--- src/hw/rtl/assert_macros.svh ---
// assertion macros shared by the tokenizer modules
`ifndef ASSERT_MACROS_SVH
`define ASSERT_MACROS_SVH

`ifndef SYNTH
// property must hold at every clock edge outside reset
`define STT_ASSERT(name, clk, rst_n, prop) \
	name: assert property (@(posedge clk) disable iff (!rst_n) (prop)) \
		else $error("tokenizer assertion failed");
// condition must never be true outside reset
`define STT_ASSERT_NEVER(name, clk, rst_n, cond) \
	name: assert property (@(posedge clk) disable iff (!rst_n) !(cond)) \
		else $error("tokenizer forbidden condition seen");
`else
`define STT_ASSERT(name, clk, rst_n, prop)
`define STT_ASSERT_NEVER(name, clk, rst_n, cond)
`endif

`endif

--- src/hw/rtl/stt_pkg.sv ---
// types, constants and byte classes for the source text tokenizer
package stt_pkg;

	localparam logic [7:0] CH_QUOTE  = 8'h22;
	localparam logic [7:0] CH_MINUS  = 8'h2d;
	localparam logic [7:0] CH_DOT    = 8'h2e;
	localparam logic [7:0] CH_USCORE = 8'h5f;

	// result queue depth, must hold two results plus slack
	localparam int QDEPTH   = 4;
	localparam int QPTR_W   = $clog2(QDEPTH);
	localparam int QCNT_W   = $clog2(QDEPTH + 1);

	typedef enum logic [1:0] {
		MODE_IDLE   = 2'd0,
		MODE_STRING = 2'd1,
		MODE_NUMBER = 2'd2,
		MODE_IDENT  = 2'd3
	} mode_t;

	typedef enum logic [1:0] {
		KIND_STRING = 2'd0,
		KIND_NUMBER = 2'd1,
		KIND_IDENT  = 2'd2
	} kind_t;

	typedef struct packed {
		kind_t       kind;
		logic [7:0]  tbyte;
		logic        has;
		logic        first;
		logic        last;
		logic        drop;
		logic        run_last;
	} res_t;

	// results of one item, up to two
	typedef struct packed {
		logic [1:0] cnt;
		res_t       r0;
		res_t       r1;
	} lex_out_t;

	function automatic logic is_digit(logic [7:0] b);
		return (b >= 8'h30) && (b <= 8'h39);
	endfunction

	function automatic logic is_alpha(logic [7:0] b);
		return ((b >= 8'h41) && (b <= 8'h5a)) || ((b >= 8'h61) && (b <= 8'h7a));
	endfunction

	function automatic logic is_ident_start(logic [7:0] b);
		return is_alpha(b) || (b == CH_USCORE);
	endfunction

	function automatic logic is_ident_cont(logic [7:0] b);
		return is_ident_start(b) || is_digit(b);
	endfunction

	function automatic res_t mk_res(kind_t k, logic [7:0] b, logic has, logic first,
			logic last, logic drop);
		res_t r;
		r.kind     = k;
		r.tbyte    = b;
		r.has      = has;
		r.first    = first;
		r.last     = last;
		r.drop     = drop;
		r.run_last = 1'b0;
		return r;
	endfunction

endpackage

--- src/hw/rtl/stt_lexer.sv ---
// lexer state registers and per-byte decode into up to two results
`include "assert_macros.svh"

module stt_lexer (
	input  logic              clk,
	input  logic              arst_n,
	input  logic              adv,
	input  logic [7:0]        text_byte,
	input  logic              end_of_text,
	output stt_pkg::lex_out_t lex_out
);
	import stt_pkg::*;

	mode_t    mode_q, mode_d;
	logic     dot_q, dot_d;
	logic     str_has_q, str_has_d;
	logic     scan;
	logic     st_en;
	res_t     st;
	lex_out_t lo;

	// decode one byte against the current mode
	always_comb begin
		mode_d    = mode_q;
		dot_d     = dot_q;
		str_has_d = str_has_q;
		lo        = '0;
		scan      = 1'b0;
		st        = '0;
		st_en     = 1'b0;
		if (end_of_text) begin
			case (mode_q)
				MODE_NUMBER: begin
					lo.r0  = mk_res(KIND_NUMBER, 8'h00, 1'b0, 1'b0, 1'b1, 1'b0);
					lo.cnt = 2'd1;
				end
				MODE_IDENT: begin
					lo.r0  = mk_res(KIND_IDENT, 8'h00, 1'b0, 1'b0, 1'b1, 1'b0);
					lo.cnt = 2'd1;
				end
				MODE_STRING: begin
					lo.r0  = mk_res(KIND_STRING, 8'h00, 1'b0, ~str_has_q, 1'b1, 1'b1);
					lo.cnt = 2'd1;
				end
				default: ;
			endcase
			mode_d    = MODE_IDLE;
			dot_d     = 1'b0;
			str_has_d = 1'b0;
		end else if (mode_q == MODE_STRING) begin
			if (text_byte == CH_QUOTE) begin
				lo.r0     = mk_res(KIND_STRING, 8'h00, 1'b0, ~str_has_q, 1'b1, 1'b0);
				mode_d    = MODE_IDLE;
				str_has_d = 1'b0;
			end else begin
				lo.r0     = mk_res(KIND_STRING, text_byte, 1'b1, ~str_has_q, 1'b0, 1'b0);
				str_has_d = 1'b1;
			end
			lo.cnt = 2'd1;
		end else begin
			scan = 1'b1;
			// continue or close an open number or identifier
			if (mode_q == MODE_NUMBER) begin
				lo.cnt = 2'd1;
				if (is_digit(text_byte) || (text_byte == CH_DOT)) begin
					lo.r0 = mk_res(KIND_NUMBER, text_byte, 1'b1, 1'b0, 1'b0, 1'b0);
					scan  = 1'b0;
				end else begin
					lo.r0  = mk_res(KIND_NUMBER, 8'h00, 1'b0, 1'b0, 1'b1, 1'b0);
					mode_d = MODE_IDLE;
				end
			end else if (mode_q == MODE_IDENT) begin
				lo.cnt = 2'd1;
				if (is_ident_cont(text_byte)) begin
					lo.r0 = mk_res(KIND_IDENT, text_byte, 1'b1, 1'b0, 1'b0, 1'b0);
					scan  = 1'b0;
				end else begin
					lo.r0  = mk_res(KIND_IDENT, 8'h00, 1'b0, 1'b0, 1'b1, 1'b0);
					mode_d = MODE_IDLE;
				end
			end
			// examine the byte as a token start
			if (scan) begin
				dot_d = 1'b0;
				if (dot_q && is_digit(text_byte)) begin
					lo.r0  = mk_res(KIND_NUMBER, CH_DOT, 1'b1, 1'b1, 1'b0, 1'b0);
					lo.r1  = mk_res(KIND_NUMBER, text_byte, 1'b1, 1'b0, 1'b0, 1'b0);
					lo.cnt = 2'd2;
					mode_d = MODE_NUMBER;
				end else if (text_byte == CH_QUOTE) begin
					mode_d    = MODE_STRING;
					str_has_d = 1'b0;
				end else if (is_digit(text_byte) || (text_byte == CH_MINUS)) begin
					st     = mk_res(KIND_NUMBER, text_byte, 1'b1, 1'b1, 1'b0, 1'b0);
					st_en  = 1'b1;
					mode_d = MODE_NUMBER;
				end else if (text_byte == CH_DOT) begin
					dot_d = 1'b1;
				end else if (is_ident_start(text_byte)) begin
					st     = mk_res(KIND_IDENT, text_byte, 1'b1, 1'b1, 1'b0, 1'b0);
					st_en  = 1'b1;
					mode_d = MODE_IDENT;
				end
			end
		end
		// token start goes into the next free slot
		if (st_en) begin
			if (lo.cnt == 2'd0) begin
				lo.r0 = st;
			end else begin
				lo.r1 = st;
			end
			lo.cnt = lo.cnt + 2'd1;
		end
		// mark the last result of this byte
		case (lo.cnt)
			2'd1: lo.r0.run_last = 1'b1;
			2'd2: lo.r1.run_last = 1'b1;
			default: ;
		endcase
	end

	assign lex_out = lo;

	// state advances when the byte is handed to the queue
	always_ff @(posedge clk or negedge arst_n) begin
		if (!arst_n) begin
			mode_q    <= MODE_IDLE;
			dot_q     <= 1'b0;
			str_has_q <= 1'b0;
		end else if (adv) begin
			mode_q    <= mode_d;
			dot_q     <= dot_d;
			str_has_q <= str_has_d;
		end
	end

	`STT_ASSERT(a_dot_only_idle, clk, arst_n, dot_q |-> (mode_q == MODE_IDLE))
	`STT_ASSERT(a_content_only_string, clk, arst_n, str_has_q |-> (mode_q == MODE_STRING))

endmodule

--- src/hw/rtl/stt_queue.sv ---
// result queue: takes up to two results a cycle while it has room, gives one beat a cycle while out_ready is high
`include "assert_macros.svh"

module stt_queue (
	input  logic              clk,
	input  logic              arst_n,
	input  logic              push,
	input  stt_pkg::lex_out_t lex_out,
	output logic              room,
	output logic              out_valid,
	input  logic              out_ready,
	output stt_pkg::res_t     out_res
);
	import stt_pkg::*;

	res_t              mem_q [QDEPTH];
	logic [QPTR_W-1:0] wr_q;
	logic [QPTR_W-1:0] rd_q;
	logic [QCNT_W-1:0] count_q;
	logic [1:0]        push_cnt;
	logic              pop;

	assign push_cnt  = push ? lex_out.cnt : 2'd0;
	assign pop       = out_valid && out_ready;
	assign out_valid = (count_q != '0);
	assign out_res   = mem_q[rd_q];
	// space for a worst-case item regardless of this cycle's pop
	assign room      = (count_q <= QCNT_W'(QDEPTH - 2));

	// storage writes
	always_ff @(posedge clk) begin
		if (push_cnt != 2'd0) begin
			mem_q[wr_q] <= lex_out.r0;
		end
		if (push_cnt == 2'd2) begin
			mem_q[wr_q + QPTR_W'(1)] <= lex_out.r1;
		end
	end

	// pointers and fill count
	always_ff @(posedge clk or negedge arst_n) begin
		if (!arst_n) begin
			wr_q    <= '0;
			rd_q    <= '0;
			count_q <= '0;
		end else begin
			wr_q    <= wr_q + QPTR_W'(push_cnt);
			rd_q    <= rd_q + QPTR_W'(pop);
			count_q <= count_q + QCNT_W'(push_cnt) - QCNT_W'(pop);
		end
	end

	`STT_ASSERT_NEVER(a_no_overflow, clk, arst_n, QCNT_W'(push_cnt) > (QCNT_W'(QDEPTH) - count_q))
	`STT_ASSERT(a_count_bound, clk, arst_n, count_q <= QCNT_W'(QDEPTH))

endmodule

--- src/hw/rtl/source_text_tokenizer.sv ---
// top level of the source text tokenizer
// Streaming tokenizer: one source byte per input beat, one token result per output
// beat. A byte goes into an input register, is decoded there against the lexer
// state and its results (none, one or two) go into a four-entry result queue.
// A new byte is taken every cycle as long as the queue has room for two more
// results, so the input rate is one byte per cycle while bytes give at most one
// result each and the output is not stalled; a byte that closes a token and opens
// another gives two results, the output port carrying one result per cycle while
// out_ready is high. A byte is held in the input register and its results in the
// queue storage on their way to the output. No clearing pass is needed after reset.
module source_text_tokenizer (
	input  logic       clk,
	input  logic       arst_n,
	input  logic       in_valid,
	output logic       in_ready,
	input  logic [7:0] text_byte,
	input  logic       end_of_text,
	output logic       out_valid,
	input  logic       out_ready,
	output logic [1:0] token_kind,
	output logic [7:0] token_byte,
	output logic       has_byte,
	output logic       token_first,
	output logic       token_last,
	output logic       token_drop,
	output logic       run_last
);
	import stt_pkg::*;

	logic       valid_s1;
	logic [7:0] byte_s1;
	logic       eot_s1;
	logic       room;
	logic       adv;
	lex_out_t   lex_out;
	res_t       out_res;

	assign adv      = valid_s1 && room;
	assign in_ready = !valid_s1 || adv;

	// input register
	always_ff @(posedge clk or negedge arst_n) begin
		if (!arst_n) begin
			valid_s1 <= 1'b0;
		end else if (in_ready) begin
			valid_s1 <= in_valid;
		end
	end

	always_ff @(posedge clk) begin
		if (in_valid && in_ready) begin
			byte_s1 <= text_byte;
			eot_s1  <= end_of_text;
		end
	end

	stt_lexer u_lexer (
		.clk         (clk),
		.arst_n      (arst_n),
		.adv         (adv),
		.text_byte   (byte_s1),
		.end_of_text (eot_s1),
		.lex_out     (lex_out)
	);

	stt_queue u_queue (
		.clk       (clk),
		.arst_n    (arst_n),
		.push      (adv),
		.lex_out   (lex_out),
		.room      (room),
		.out_valid (out_valid),
		.out_ready (out_ready),
		.out_res   (out_res)
	);

	// result fields
	assign token_kind  = out_res.kind;
	assign token_byte  = out_res.has ? out_res.tbyte : 8'h00;
	assign has_byte    = out_res.has;
	assign token_first = out_res.first;
	assign token_last  = out_res.last;
	assign token_drop  = out_res.drop;
	assign run_last    = out_res.run_last;

endmodule
--- config.mk ---
export PLATFORM = sky130hd
export DESIGN_NAME = source_text_tokenizer
export DESIGN_NICKNAME = d
export VERILOG_FILES = /design/src/hw/rtl/stt_pkg.sv /design/src/hw/rtl/stt_lexer.sv /design/src/hw/rtl/stt_queue.sv /design/src/hw/rtl/source_text_tokenizer.sv
export VERILOG_INCLUDE_DIRS = /design/src /design/src/hw/rtl
export SDC_FILE = /design/constraint.sdc
export NUM_CORES = 1
export LEC_CHECK = 0
export ABC_AREA = 0
export BUFFER_PORTS_ARGS = -buffer_cell sky130_fd_sc_hd__buf_2
export CAP_MARGIN = 10
export CORE_UTILIZATION = 60
export CTS_CLUSTER_SIZE = 20
export DETAILED_ROUTE_END_ITERATION = 7
export HOLD_SLACK_MARGIN = 0.12
export PLACE_DENSITY = 0.79
export SETUP_SLACK_MARGIN = 0.05
export SLEW_MARGIN = 20
export SYNTH_ARGS = -nofsm -noshare
export SYNTH_HDL_FRONTEND = slang
export SYNTH_SLANG_ARGS = --single-unit
--- constraint.sdc ---
create_clock -name clk -period 4.26 [get_ports clk]
set_input_delay 0.426 -clock clk [delete_from_list [all_inputs] [get_ports clk]]
set_output_delay 0.426 -clock clk [all_outputs]
set_load 0.02 [all_outputs]
**Word level (Yosys, flattened, before mapping)**

Memory sizes are Yosys's and may differ from the RTL's.
Index checks and enable logic that the tools add are counted.
W data, S select, Z words.

- RAM bits: 60
- Memories: 1
- Output and inout port bits: 17
- Bits of input ports: 13
- Word-level logic and storage cells: 131
- Register bits: 21

- Add/subtract/negate cells: 6
- Bitwise operators: 1
- $lt $le $gt $ge: 7
- Equal/unequal tests: 13
- Reductions and logical operators: 23
- Mux-type cells: 71

Memories:

| memory | words | bits a word | read ports | clocked after Yosys merged registers in | wr ports | line | source |
|---|---|---|---|---|---|---|---|
| u_queue.mem_q | 4 | 15 | 1 | 0 | 2 | stt_queue.sv:16 | `res_t mem_q [QDEPTH];` |

Operators by type and width:

| kind | number |
|---|---|
| $mux W15 | 12 |
| $mux W32 | 3 |
| $mux W17 | 3 |
| $pmux W16 S3 | 1 |
| $mux W13 | 3 |
| $mux W1 | 33 |
| $mux W2 | 14 |
| $eq A8 B6 Y1 const B | 3 |
| $ge A8 B7 Y1 const B | 2 |
| $le A8 B7 Y1 const B | 2 |
| $mux W16 | 1 |
| $reduce_bool A3 Y1 | 3 |
| $eq A2 B2 Y1 const B | 4 |
| $eq A8 B7 Y1 const B | 1 |
| $ge A8 B6 Y1 const B | 1 |
| $le A8 B6 Y1 const B | 1 |
| $mux W8 | 1 |
| $logic_and A1 B1 Y1 | 7 |
| $logic_or A1 B1 Y1 | 6 |
| $add A2 B1 Y2 const B | 2 |
| $eq A2 B1 Y1 const B | 2 |
| $reduce_and A4 Y1 | 1 |
| $reduce_bool A2 Y1 | 2 |
| $add A3 B2 Y3 | 1 |
| 12 further kinds | 12 |

**Depth between registers and ports, before layout**

- Word-level depth: 20
- Mapped depth: 16

**Cells and area by module**

From an unflattened synthesis, not the netlist that was laid out.

- Cell total of the unflattened synthesis: 339
- Area, all modules: 4693.3 um^2

By module, submodules not included:

| module | area each (um^2) | times used | cells each |
|---|---|---|---|
| stt_queue | 3390.8 | 1 | 191 |
| stt_lexer | 922.1 | 1 | 126 |
| source_text_tokenizer | 380.4 | 1 | 22 |

**Worst setup path after synthesis**

No wires, ideal clock.

- Path type: register to register
- From: register byte_s1[2]
- To: memory u_queue.mem_q[1][0] (netlist name), enable pin
- Period minus slack after synthesis: 3743 ps
- Data arrival time: 3394 ps
- Setup slack: 517 ps
- Data required time: 3911 ps
- Buffers on the path: 1
- Stages on the path, launching flop included: 14
- Library setup time: 349 ps
- Path through: edfxtp_1 -> buf_6 -> or3_4 -> or3_4 -> nand4b_2 -> nand2_2 -> nor3_4 -> inv_1 -> ha_1 -> nand3_1 -> o22ai_1 -> nand4_1 -> and2_1 -> inv_1

RTL lines:

| item | line | source |
|---|---|---|
| start, declared | source_text_tokenizer.sv:31 | `logic [7:0] byte_s1;` |
| start signal, assigned | source_text_tokenizer.sv:52 | `byte_s1 <= text_byte;` |
| end, declared | stt_queue.sv:16 |  |

**Worst setup path in the final report**

- From: register byte_s1[2]
- To: register u_queue.count_q[2]

- Cells in the longest elaborated chain, start to end: 18

Ends and longest elaborated chain:

| item | line | source |
|---|---|---|
| $ge A8 B7 Y1 or $le A8 B7 Y1 (tied branches) | stt_pkg.sv:49 | `return ((b >= 8'h41) && (b <= 8'h5a)) \|\| ((b >= 8'h61) && (b <= 8'h7a));` |
| $logic_and A1 B1 Y1 | stt_pkg.sv:49 |  |
| $logic_or A1 B1 Y1 | stt_pkg.sv:49 |  |
| $logic_or A1 B1 Y1 | stt_pkg.sv:53 | `return is_alpha(b) \|\| (b == CH_USCORE);` |
| $logic_or A1 B1 Y1 | stt_pkg.sv:57 | `return is_ident_start(b) \|\| is_digit(b);` |
| $mux W1 | stt_lexer.sv:74 | `if (is_ident_cont(text_byte)) begin` |
| $mux W1 | stt_lexer.sv:72 | `end else if (mode_q == MODE_IDENT) begin` |
| $mux W1 | stt_lexer.sv:63 | `if (mode_q == MODE_NUMBER) begin` |
| (+2 left out) | -- |  |
| $mux W32 | stt_lexer.sv:83 | `if (scan) begin` |
| $mux W17 | stt_lexer.sv:50 | `end else if (mode_q == MODE_STRING) begin` |
| $mux W17 | stt_lexer.sv:31 | `if (end_of_text) begin` |
| $add A2 B1 Y2 | stt_lexer.sv:113 | `lo.cnt = lo.cnt + 2'd1;` |
| $mux W32 (*) | stt_lexer.sv:107 | `if (st_en) begin` |
| $mux W2 (*) | stt_queue.sv:23 | `assign push_cnt = push ? lex_out.cnt : 2'd0;` |
| $add A3 B2 Y3 (*) | stt_queue.sv:49 | `count_q <= count_q + QCNT_W'(push_cnt) - QCNT_W'(pop);` |
| $sub A3 B1 Y3 (*) | stt_queue.sv:49 |  |
| end signal, assigned | stt_queue.sv:49 |  |
| end, declared | stt_queue.sv:19 | `logic [QCNT_W-1:0] count_q;` |

Every way passes the cells marked *; elsewhere a longest branch is shown, timed or not. The select of a mux whose other input is x is not followed.
A chain may end at the register's enable or synchronous reset.

==> metrics.sh <==
FINALHOLDWORSTSLACK_PS=230.8
VIASPERCELL=6.543
ACHIEVABLE-FREQUENCY_MHz=255.5
SYNTH_XOR_AREA_FRAC=0.009876
SYNTHTOPCELLSBYAREA='sky130_fd_sc_hd__edfxtp_1, sky130_fd_sc_hd__mux4_2, sky130_fd_sc_hd__dfrtp_1'
N_ANTENNA_CELL=0
R2R.WORST_PATH.CELLS=15
MIN-DELAY-START='text_byte[4]'
REG2REG_TO='u_queue.count_q[2]'
HOLDPATHEND='byte_s1[4]'
WORST_SETUP_PATH_END_KIND='flip-flop'
ASYNC_FLOP_SHARE=0.1481
FINALSETUPVIOLATIONS=0
TRITONCTS_CLOCK_TREE='yes'
HIGHEST_IR_DROP_SEEN_ON_VDD_mV=0.4565
FINISH.UTILIZATION=0.7090
GLOBALPLACE.CONGESTION=0.9602
POST_SYNTH.CELL_AREA_AVG_UM2=11.89
SYNTH-MAIN-FF-CELL='sky130_fd_sc_hd__edfxtp_1'
WHS_PATH_DEPTH=1
DRT_WL_TOTAL_MM=10.84
SYNTH-EDFF-COUNT=61
REMAINING_DRC_ERRORS=0
DP.FINAL_HPWL_MM=8.056
INITIALDRTVIOLATIONCOUNT=312
DIE-WIDTH_UM=87.97
RSZ_0062_RAISED_AFTER_GLOBAL_ROUTING='no'
WORSTHOLDPATHTYPE='primary input to flip-flop'
TNS_PS=0
SYNTH-COMPOUND-AREA-SHARE=0.1704
MAIN_COMBINATIONAL_CELL_FAMILY_BY_AREA_AFTER_SYNTHESIS='compound AO/OA/AOI/OAI gates'
WORST_EP_ARRIVAL_TIME_PS=4200
SYNTH_SEQ_CELLS=81
YOSYS_WARNINGS=0
NETLIST_CELL_TYPES=70
CLK_PATH_BUF_DEPTH=2
POST_ROUTE_CELLS_DRIVE_ABOVE_1_SHARE=0.2440
POSTSYNTHNETCOUNT=393
GRT_MAX_DEGREE=18
CRIT_FANOUT=7
DIE_OUTLINE_AREA_UM2=7738
WORST-SLEW-PIN-TRANSITION_PS=976.4
ANT_NETS=0
DRV_CAP=0
REGISTER_AREA_UM2=2292
CTS-BUFFERS-INSERTED=9
SYNTH-ADDER-AREA-SHARE=0.02144
SYNTH_CELLS=373
SETUP.REG_TO_REG.WORST_SLACK_PS=350
STATUS='finished, final reports clean'
TOTAL_POWER_PER_UNIT_CELL_AREA_nW_PER_UM2=629.7
CLOCK_SINK_COUNT=81
FINAL_NET_COUNT=433
INITIAL_ANTENNA_VIOLATION_COUNT=0
WORST_SLEW_MARGIN_REL=0.3491
IO_PINS=30
YOSYSTOPAREACELL='sky130_fd_sc_hd__edfxtp_1'
PLACEDINSTANCEAREA_UM2=4732
GLOBAL_ROUTE_TOTAL_OVERFLOW=0
DRT_FIRST_PASS_ITERS=7
WORST_CLOCK_SKEW_PS=9.849
CTS_HOLD_BUF=1
TIMING.CRITICAL_PATH.FROM_TYPE='flip-flop'
FINAL_HOLD_VIOL_COUNT=0
FIN_CRIT_PS=3914
COREAREA_UM2=6982
ROOT_BUFFER='sky130_fd_sc_hd__clkbuf_8'
GRT_PASS1_VIAS=3328
CRIT-REG2REG-LAUNCH='byte_s1[2]'
SYNTH.AREA.MUX_SHARE=0.08070
WORST_SETUP_HOLD_PATH_CLK_SLEW_PS=80
SLEW_VIOL_FINAL=0
PLACEMENT_ROWS=30
CTSHTREEMAXLEVEL=3
DIE_HEIGHT_UM=87.97
POST_SYNTH_AND_OR_NAND_NOR_AREA_FRACTION=0.1682
FILLER_CELL_COUNT=517
MULTI_INPUT_AREA_UM2=1998
FIN_CRIT_SH=0.9187
INITIAL_CELL_DENSITY_OF_THE_CORE=0.6351
CTS_RESIZED=0
SYNTH_SEQUENTIAL_AREA_RATIO=0.5169
WORST_EP_REQUIRED_TIME_PS=4550
AREA.GROWTH.SYNTH_TO_FINAL_PCT=11.63
CTS.REPAIR_TIMING.SETUP_BUFFER_COUNT=0
TRACK_USAGE=0.3095
NUMPORTBUFFERS=29
P_TOTAL_mW=3.117
CLKLATENCYLATEPIN_PS=370
AVGROUTEDWIREPERCELL_UM=21.08
FINAL_CELL_AREA_UM2=4950
NETLIST_AREA_BEFORE_PLACEMENT_UM2=4434
LEAKAGEPOWER_nW=1.809
SYNTH.TOP_CELL.AREA_SHARE=0.4131
GRT_FIRST_PASS_WIRELENGTH_MM=17.17
WORSTSETUPPATHTYPE='flip-flop to flip-flop'
NUM_VIAS=3363
-- routing by layer --
layer	GRT usage	wire, um	vias to the layer above
met3	0.06692	809	35
li1	-	-	1533
met1	0.3784	4301	1605
met5	0	0	-
met2	0.5187	5344	190
met4	0.1580	380	0
-- layout make-up --
type / count / share of cell area
well taps: 96 / 0.02427
repair buffers: 46 / 0.05561
clock inverters: 4 / 0.01062
multi-input cells: 260 / 0.4037
clock buffers: 12 / 0.03134
flip-flops and latches: 81 / 0.4631
inverters: 15 / 0.01138
-- cells in the mapped netlist (5+ instances only) --
library cell and number:
sky130_fd_sc_hd__nand2b_1 6, sky130_fd_sc_hd__dfxtp_1 8, sky130_fd_sc_hd__dfrtp_1 12, sky130_fd_sc_hd__ha_1 6, sky130_fd_sc_hd__nor2b_1 14, sky130_fd_sc_hd__edfxtp_1 61
sky130_fd_sc_hd__mux4_2 14, sky130_fd_sc_hd__nand3_1 5, sky130_fd_sc_hd__nand4_1 7, sky130_fd_sc_hd__a21oi_1 17, sky130_fd_sc_hd__clkbuf_1 7, sky130_fd_sc_hd__nor3_1 5
sky130_fd_sc_hd__inv_1 14, sky130_fd_sc_hd__and2_1 11, sky130_fd_sc_hd__nor2_1 23, sky130_fd_sc_hd__o2bb2ai_1 16, sky130_fd_sc_hd__o21ai_0 10, sky130_fd_sc_hd__nand2_1 25
sky130_fd_sc_hd__o22ai_1 17
-- state kept, by name (all words and copies together) (netlist names) --
| signal | count |
|---|---|
| u_lexer.str_has_q | 1 |
| valid_s1 | 1 |
| eot_s1 | 1 |
| u_queue.rd_q | 2 |
| u_queue.count_q | 3 |
| byte_s1 | 8 |
| u_lexer.mode_q | 2 |
| u_lexer.dot_q | 1 |
| u_queue.mem_q | 60 |
| u_queue.wr_q | 2 |
-- critical path, stage by stage (launching register included) --
cell and delay, ps:
sky130_fd_sc_hd__edfxtp_1 390, sky130_fd_sc_hd__or3_4 400, sky130_fd_sc_hd__or3_4 370, sky130_fd_sc_hd__nand4b_2 180, sky130_fd_sc_hd__nand2_2 100, sky130_fd_sc_hd__nor3_4 310
sky130_fd_sc_hd__inv_1 140, sky130_fd_sc_hd__ha_1 410, sky130_fd_sc_hd__nand4_1 100, sky130_fd_sc_hd__a21oi_1 240, sky130_fd_sc_hd__inv_1 80, sky130_fd_sc_hd__ha_1 280
sky130_fd_sc_hd__inv_1 50, sky130_fd_sc_hd__fa_1 440, sky130_fd_sc_hd__xnor2_1 200, sky130_fd_sc_hd__xnor2_1 140
-- worst max-delay path by stage --
stage	startpoint	endpoint	slack, ps	depth (start not counted)
floorplan	byte_s1[2]	u_queue.mem_q[1][0]	520	13
global placement	byte_s1[2]	u_queue.count_q[2]	520	15
detailed placement	byte_s1[2]	u_queue.count_q[2]	390	15
CTS	byte_s1[2]	u_queue.count_q[2]	340	15
global route	byte_s1[1]	u_queue.count_q[2]	110	15
finish	byte_s1[2]	u_queue.count_q[2]	350	15
-- cells in the final DEF, fill, tap and decap left out, types with 6 or more instances in the layout --
master and count:
sky130_fd_sc_hd__ha_1 6, sky130_fd_sc_hd__o22ai_1 17, sky130_fd_sc_hd__mux4_2 14, sky130_fd_sc_hd__o2bb2ai_1 16, sky130_fd_sc_hd__inv_1 14, sky130_fd_sc_hd__buf_2 29
sky130_fd_sc_hd__nor2b_1 14, sky130_fd_sc_hd__nand2b_1 6, sky130_fd_sc_hd__nand4_1 7, sky130_fd_sc_hd__and2_1 11, sky130_fd_sc_hd__nor2_1 23, sky130_fd_sc_hd__clkbuf_8 11
sky130_fd_sc_hd__nand2_1 25, sky130_fd_sc_hd__a21oi_1 17, sky130_fd_sc_hd__buf_4 16, sky130_fd_sc_hd__dfxtp_1 8, sky130_fd_sc_hd__dfrtp_1 12, sky130_fd_sc_hd__edfxtp_1 61
sky130_fd_sc_hd__o21ai_0 10
-- power by group --
part | switching [mW] | internal [mW]
clock network | 0.289 | 0.304
registers | 0.179 | 1.01
logic | 0.802 | 0.533
-- logic make-up (layout without fill, tap and decap cells) --
group           after synthesis  in the layout
simple gates                130            130
compound gates              100            100
flops                        81             81
buf+inv                      32             77
mux                          18             18
fa+ha+maj                     7              7
xor+xnor                      5              5
-- stage by stage --
stage | worst slack (ps) | cells
2_1_floorplan | 517.0 | 373
3_3_place_gp | 520.3 | 497
3_5_place_dp | 387.0 | 497
4_1_cts | 344.1 | 514
5_1_grt | 106.9 | 514
6_report | 346.4 | 514
(Power assumes the default switching activity.)
